<file path="src/rtl/core/met_pkg.sv">
// ----------------------------------------------------------------------------
// Mandelbrot escape-time package
// Shared constants, register and outcome codes, and the multiplier handshake
// structures.
// ----------------------------------------------------------------------------
package met_pkg;

    localparam int COORD_WIDTH_DEF   = 64;
    localparam int FRACTION_BITS_DEF = 45;
    localparam int COUNT_WIDTH_DEF   = 20;

    localparam int POINT_W    = 64;
    localparam int ITER_W     = 20;
    localparam int OUTCOME_W  = 2;
    localparam int RESULT_W   = 24;

    localparam int ESCAPE_LOG2      = 16;
    localparam int ITER_LIMIT_RESET = 1000;

    localparam int INTERVAL_W   = 32;
    localparam int SAVE_COUNT_W = 4;
    localparam logic [INTERVAL_W-1:0]   FIRST_INTERVAL     = 32'd3;
    localparam logic [SAVE_COUNT_W-1:0] SAVES_PER_DOUBLING = 4'd10;

    localparam int APB_DATA_W = 32;
    localparam int APB_ADDR_W = 3;

    typedef enum logic {
        REG_ITER_LIMIT = 1'b0,
        REG_LOOP_OFF   = 1'b1
    } met_reg_t;

    typedef enum logic [OUTCOME_W-1:0] {
        OUTCOME_ESCAPED = 2'd0,
        OUTCOME_LIMIT   = 2'd1,
        OUTCOME_LOOP    = 2'd2
    } met_outcome_t;

    typedef struct packed {
        logic start;
        logic half_shift;
    } met_mul_req_t;

    typedef struct packed {
        logic done;
        logic ovf;
    } met_mul_rsp_t;

endpackage

</file>
<file path="src/rtl/core/met_mul_unit.sv">
// ----------------------------------------------------------------------------
// Fixed-point multiplier for the escape-time unit
// Forms the exact product of two signed coordinates from four partial
// products of one half-width multiplier, truncates the magnitude to the
// fraction bits (one fewer on half_shift) and saturates to the coord range.
// ----------------------------------------------------------------------------
module met_mul_unit #(
    parameter int COORD_WIDTH   = met_pkg::COORD_WIDTH_DEF,
    parameter int FRACTION_BITS = met_pkg::FRACTION_BITS_DEF
) (
    input  logic                          clk,
    input  logic                          rst_n,
    input  met_pkg::met_mul_req_t         req,
    input  logic signed [COORD_WIDTH-1:0] op_a,
    input  logic signed [COORD_WIDTH-1:0] op_b,
    output met_pkg::met_mul_rsp_t         rsp,
    output logic signed [COORD_WIDTH-1:0] product
);
    import met_pkg::*;

    localparam int HALF_W = (COORD_WIDTH + 1) / 2;
    localparam int MAG_W  = 2 * HALF_W;
    localparam int ACC_W  = 4 * HALF_W;
    localparam logic [2:0] LAST_STEP = 3'd4;
    localparam logic [COORD_WIDTH-1:0] MAX_MAG = {1'b0, {(COORD_WIDTH-1){1'b1}}};

    typedef enum logic [1:0] {
        M_IDLE,
        M_MUL,
        M_FIN
    } mul_state_t;

    mul_state_t                    state_reg;
    logic [MAG_W-1:0]              mag_a_reg;
    logic [MAG_W-1:0]              mag_b_reg;
    logic                          neg_reg;
    logic                          half_shift_reg;
    logic [2:0]                    cnt_reg;
    logic [1:0]                    pos_reg;
    logic [MAG_W-1:0]              pp_reg;
    logic [ACC_W-1:0]              acc_reg;
    logic                          done_reg;
    logic                          ovf_reg;
    logic signed [COORD_WIDTH-1:0] product_reg;

    logic [COORD_WIDTH-1:0]        mag_a;
    logic [COORD_WIDTH-1:0]        mag_b;
    logic [HALF_W-1:0]             digit_a;
    logic [HALF_W-1:0]             digit_b;
    logic [ACC_W-1:0]              pp_ext;
    logic [ACC_W-1:0]              pp_shifted;
    logic [ACC_W-1:0]              shifted;
    logic [COORD_WIDTH-1:0]        limit;
    logic [COORD_WIDTH-1:0]        low_part;
    logic                          over;
    logic signed [COORD_WIDTH-1:0] final_value;

    always_comb
    begin
        mag_a   = op_a[COORD_WIDTH-1] ? -op_a : op_a;
        mag_b   = op_b[COORD_WIDTH-1] ? -op_b : op_b;
        digit_a = cnt_reg[1] ? mag_a_reg[MAG_W-1:HALF_W] : mag_a_reg[HALF_W-1:0];
        digit_b = cnt_reg[0] ? mag_b_reg[MAG_W-1:HALF_W] : mag_b_reg[HALF_W-1:0];
        pp_ext  = ACC_W'(pp_reg);
        unique case (pos_reg)
            2'd0:    pp_shifted = pp_ext;
            2'd1:    pp_shifted = pp_ext << HALF_W;
            2'd2:    pp_shifted = pp_ext << MAG_W;
            default: pp_shifted = '0;
        endcase

        shifted  = half_shift_reg ? (acc_reg >> (FRACTION_BITS - 1))
                                  : (acc_reg >> FRACTION_BITS);
        limit    = MAX_MAG + COORD_WIDTH'(neg_reg);
        low_part = shifted[COORD_WIDTH-1:0];
        over     = (|shifted[ACC_W-1:COORD_WIDTH]) || (low_part > limit);
        if (over)
        begin
            final_value = neg_reg ? ~MAX_MAG : MAX_MAG;
        end
        else
        begin
            final_value = neg_reg ? -low_part : low_part;
        end
    end

    always_ff @(posedge clk or negedge rst_n)
    begin
        if (!rst_n)
        begin
            state_reg      <= M_IDLE;
            mag_a_reg      <= '0;
            mag_b_reg      <= '0;
            neg_reg        <= 1'b0;
            half_shift_reg <= 1'b0;
            cnt_reg        <= '0;
            pos_reg        <= '0;
            pp_reg         <= '0;
            acc_reg        <= '0;
            done_reg       <= 1'b0;
            ovf_reg        <= 1'b0;
            product_reg    <= '0;
        end
        else
        begin
            done_reg <= 1'b0;
            unique case (state_reg)
                M_IDLE:
                begin
                    if (req.start)
                    begin
                        mag_a_reg      <= MAG_W'(mag_a);
                        mag_b_reg      <= MAG_W'(mag_b);
                        neg_reg        <= op_a[COORD_WIDTH-1] ^ op_b[COORD_WIDTH-1];
                        half_shift_reg <= req.half_shift;
                        acc_reg        <= '0;
                        cnt_reg        <= '0;
                        state_reg      <= M_MUL;
                    end
                end
                M_MUL:
                begin
                    if (cnt_reg != LAST_STEP)
                    begin
                        pp_reg  <= digit_a * digit_b;
                        pos_reg <= {1'b0, cnt_reg[1]} + {1'b0, cnt_reg[0]};
                    end
                    if (cnt_reg != 3'd0)
                    begin
                        acc_reg <= acc_reg + pp_shifted;
                    end
                    if (cnt_reg == LAST_STEP)
                    begin
                        state_reg <= M_FIN;
                    end
                    cnt_reg <= cnt_reg + 3'd1;
                end
                M_FIN:
                begin
                    product_reg <= final_value;
                    ovf_reg     <= over;
                    done_reg    <= 1'b1;
                    state_reg   <= M_IDLE;
                end
                default:
                begin
                    state_reg <= M_IDLE;
                end
            endcase
        end
    end

    assign rsp.done = done_reg;
    assign rsp.ovf  = ovf_reg;
    assign product  = product_reg;

endmodule

</file>
<file path="config.mk">
export PLATFORM = sky130hd
export DESIGN_NAME = met_mul_unit
export DESIGN_NICKNAME = d
export VERILOG_FILES = /design/src/rtl/core/met_pkg.sv /design/src/rtl/core/met_mul_unit.sv
export SDC_FILE = /design/constraint.sdc
export NUM_CORES = 2
export LEC_CHECK = 0
export BUFFER_PORTS_ARGS = -buffer_cell sky130_fd_sc_hd__buf_2
export CAP_MARGIN = 0
export CELL_PAD_IN_SITES_DETAIL_PLACEMENT = 1
export CELL_PAD_IN_SITES_GLOBAL_PLACEMENT = 2
export CORE_ASPECT_RATIO = 0.75
export CORE_MARGIN = 8
export CORE_UTILIZATION = 44
export DETAILED_ROUTE_END_ITERATION = 7
export PLACE_DENSITY_LB_ADDON = 0.1
export SLEW_MARGIN = 20
export SYNTH_ARGS = -nofsm -noshare
export SYNTH_HDL_FRONTEND = slang
export SYNTH_SLANG_ARGS = --single-unit
</file>
<file path="constraint.sdc">
create_clock -name clk -period 23.6 [get_ports clk]
set_clock_uncertainty 0.1 [all_clocks]
set_input_delay 3.54 -clock clk [delete_from_list [all_inputs] [get_ports clk]]
set_output_delay 3.54 -clock clk [all_outputs]
set_load 0.05 [all_outputs]
</file>
After elaboration in Yosys (flattened, before gate mapping)
Cells that the tools add are included.

word-level totals
  register bits after elaboration = 395
  input port bits = 132
  output and inout port bits = 66
  logic and storage cells = 60

operators by class
  add/sub/neg operators = 7
  multipliers = 1
  $lt $le $gt $ge = 1
  equal/unequal tests = 9
  mux-type cells = 18
  bitwise logic cells = 1
  reduce and logical (&&, ||, !) cells = 11

operators with widths
  operator               number
  $pmux 128 s3           1
  $mux 64                5
  $mux 128               2
  $pmux 128 s2           1
  $neg 64->64            3
  $add 128x128->128      1
  $mux 84                1
  $add 63x1->64 const A  1
  $gt 64x64->1           1
  $mul 32x32->64         1
  $mux 32                2
  $reduce_or 64->1       1
  $reduce_and 2->1       4
  $ne 2x2->1 const B     3
  $pmux 3 s2             1
  $eq 2x1->1 const B     2
  $eq 2x2->1 const B     2
  $logic_not 2->1        2
  $mux 2                 2
  $pmux 2 s2             1
  $add 3x1->3 const B    1
  $eq 3x3->1 const B     1
  $mux 3                 1
  $ne 3x3->1 const B     1
  7 further kinds        7

Logic depth before layout (Yosys ltp)
  depth in word-level cells = 5
  mapped depth = 32
  mapped depth without buffers = 28

Worst setup path after synthesis
No wires, ideal clock.

  path kind = reg-to-reg
  start = register cnt_reg[0]
  end = register pp_reg[42]
  arrival = 8663 ps
  path slack = 14713 ps
  cell stages (with the launch flop) = 30
  buffers on the path = 5
  clock period less this slack = 8887 ps
  path through = dfrtp_1 clkbuf_1 clkbuf_1 buf_1 mux2i_1 clkbuf_1 nor2_1 fa_1 inv_1 fa_1 fa_1 fa_1 inv_1 fa_1 fa_1 fa_1 inv_1 fa_1 inv_1 ha_1 clkbuf_1 nand4_1 nand2b_1 a2111oi_0 o21ai_1 o41ai_2 a21boi_1 o21ai_1 xnor2_1 mux2_2

between the ends
  word-level cells in the longest chain between the ends = 2
  elaborated cells between the ends (all ways) = 4

RTL lines
  item                                                       line                                     source
  start, declared                                            met_mul_unit.sv:38                       logic [2:0] cnt_reg;
  start signal, assigned                                     met_mul_unit.sv:136                      cnt_reg <= cnt_reg + 3'd1;
  $mux 32 / $ne 3x3->1 (equally long branches)               met_mul_unit.sv:63, met_mul_unit.sv:123
  $mul 32x32->64 / $reduce_and 2->1 (equally long branches)  --
  end signal, assigned                                       met_mul_unit.sv:125                      pp_reg <= digit_a * digit_b;
  end, declared                                              met_mul_unit.sv:40                       logic [MAG_W-1:0] pp_reg;

Several ways; a longest one is shown, not always the timed one.
A chain may end at the register's enable or synchronous reset.

Worst setup path in the final report
  start = register cnt_reg[0]
  end = register pp_reg[58]

Same word-level chain as after synthesis.

==> flow_metrics.py <==
metrics = {
    "critical_path": {
        "cp_num_buf_inv": 6,
        "cp-start-kind": "register",
        "path_class": "register to register",
        "crit_path_end": "pp_reg[58]",
        "required_ns": 24.00,
        "startpoint": "cnt_reg[0]",
        "regToRegSetupSlack_ns": 13.25,
        "cp_top_family": "adder cells",
        "critical_path_depth": 26,
        "slowest_delay_ns": 0.81,
        "crit_arrival_ns": 10.76,
        "reg2reg_to": "pp_reg[58]",
        "end_kind": "register",
        "critPathMostFrequentCell": "fa_1",
        "critPathSlowestCell": "buf_4",
        "crit_fanout": 51,
        "worstRegToRegCells": 26,
        "reg2reg_from": "cnt_reg[0]",
    },
    "floorplanning": {
        "ios": 198,
        "initial_core_util": 0.442,
        "die_w_um": 456,
        "fp.dieH_um": 346,
        "die_area_um2": 158000,
        "core-area_um2": 145000,
        "rows": 121,
    },
    "place": {
        "place.gp.congestion": 0.955,
        "dpl.hpwl_um": 220000,
        "portBuffers": 197,
    },
    "global_route": {
        "antenna_found_initial": 15,
        "grt_first_pass_wirelength_um": 408000,
        "grt-ovfl-total": 0,
        "grt_max_degree": 105,
        "gr-usage-all-layers": 0.342,
        "grt_pass1_vias": 59800,
    },
    "drt": {
        "wl_per_cell_um": 28.8,
        "dr.pass1.iters": 5,
        "routed_via_density": 6.09,
        "drc": 0,
        "ant_nets": 0,
        "num_vias": 58500,
        "drtIter0Drc": 5830,
        "wl_um": 277000,
    },
    "yosys": {
        "synth_top_cell_area_share": 0.281,
        "avgSynthCellArea_um2": 8.31,
        "synth_compound_area_frac": 0.144,
        "syn_nets": 9190,
        "synth_fa_ha_area_frac": 0.370,
        "synth_warnings": 0,
        "synth_top_family_by_area": "adder cells",
        "netlist_area_um2": 64000,
        "synthFlopType": "dfrtp_1",
        "synth-simple-area-share": 0.175,
        "yosys.area_share.xor_xnor": 0.0411,
        "ys_seq_area_frac": 0.154,
        "synth_cells": 7702,
        "synth-seq-cells": 395,
        "synth_mux_area_frac": 0.0342,
        "async_reset_ff_frac": 1.00,
        "synth_area_leader_cell": "fa_1",
        "synth_edf_count": 0,
        "synth_area_leaders": "fa_1, dfrtp_1, ha_1, nand2_1, inv_1",
        "synth_cell_types": 88,
        "yosys-top-cells-count": "nand2_1, inv_1, fa_1, nor2_1, o21ai_0",
        "yosysMostFrequentCell": "nand2_1",
    },
    "job": {
        "maxCapViolCount": 0,
    },
    "timing": {
        "finalMaxSlewViolations": 0,
        "finalSetupViolCount": 0,
        "hold_viol": 0,
        "timing.setup.tns_ns": 0,
        "worst_slew_pin_slew_ns": 1.22,
        "fin_crit_ns": 10.35,
        "fmax_ghz": 0.0966,
        "finalCritPeriodShare": 0.439,
        "relSlewSlack": 0.179,
        "rsz0062_at_grt": "false",
    },
    "layout": {
        "largest_register_ff_count": 128,
        "drive_gt1_frac": 0.0778,
        "fill_cells": 17300,
        "nets": 9146,
        "area_growth_pct": 7.47,
    },
    "cts": {
        "numCtsBuffers": 48,
        "clkTransAtPathRegs_ns": 0.06,
        "h-tree-depth": 2,
        "cts_resized": 0,
        "postCtsSetupBuffers": 0,
        "cts.sinks": 395,
        "cts_hold_buf": 0,
        "cts_tree": "built",
        "clockRootBuffer": "clkbuf_16",
        "clk-insertion-delay-late_ns": 0.67,
        "cts_buffer_depth": 3,
    },
    "outcome": {
        "status": "completed",
    },
    "worst_hold_path": {
        "hold_path_class": "register to register",
        "hold_depth": 2,
    },
}
[worst min-delay path, cell delays in order, from the launching register on]
cell and delay (ns):
dfrtp_1 0.34, nand2_1 0.05, nand2_1 0.04
[per-stage QoR]
stage / cells / instance area [um2] / util / worst slack, ns / hold slack, ns
after global routing: 9603 / 68800 / 0.475 / 12.90 / 0.386
after floorplan: 7702 / 64000 / - / 14.71 / 0.344
after detailed placement: 9514 / 67000 / 0.463 / 13.44 / 0.355
final: 9607 / 68800 / 0.475 / 13.25 / 0.364
after global placement: 9514 / 67000 / 0.463 / 13.68 / 0.352
after CTS: 9603 / 68800 / 0.475 / 13.38 / 0.370
[how the worst min path moves through the flow]
| stage | start | slack [ns] | end |
|---|---|---|---|
| final | product[13] | 0.36 | product[13] |
| after global routing | product[1] | 0.39 | product[1] |
| after CTS | product[13] | 0.37 | product[13] |
| after detailed placement | product[13] | 0.36 | product[13] |
| after global placement | product[11] | 0.35 | product[11] |
| after floorplan | mag_b_reg[57] | 0.34 | mag_b_reg[57] |
[routing by layer]
metal | up-vias | GRT usage | wire length (um)
met5 | - | 0 | 67
met4 | 10 | 0.0787 | 7580
met3 | 408 | 0.104 | 32400
met2 | 2760 | 0.444 | 103000
met1 | 30200 | 0.543 | 133000
li1 | 25100 | - | -
[final cells by class]
cell class                      count  area, um2  area share
Inverter                          966       3630      0.0527
Multi-Input combinational cell   5934      49300       0.716
Sequential cell                   395       9900       0.144
Tap cell                         1906       2380      0.0347
Timing Repair Buffer              313       1870      0.0271
Clock inverter                     26        345     0.00502
Clock buffer                       63       1380      0.0200
Antenna cell                        4       10.0    0.000146
[cell usage in the layout, fill, tap and decap left out, drive strengths merged, types with 114 or more instances in the layout]
cell type  count
mux2i        123
inv          969
nor2         870
a21oi        343
dfrtp        395
a21o         170
nand2       1121
fa           897
ha           459
xor2         201
buf          313
o21ai        533
nand4        114
[cells by family (layout without fill, tap and decap cells)]
logic type      Yosys count  after routing
other cells               0              4
simple gates           2582           2582
flops                   395            395
compound gates         1488           1488
xor+xnor                300            300
buf+inv                1373           1368
fa+ha+maj              1356           1356
mux                     208            208
Power is not shown: default switching activity piles up to over one toggle a cycle in this logic, so the estimate is an artifact.
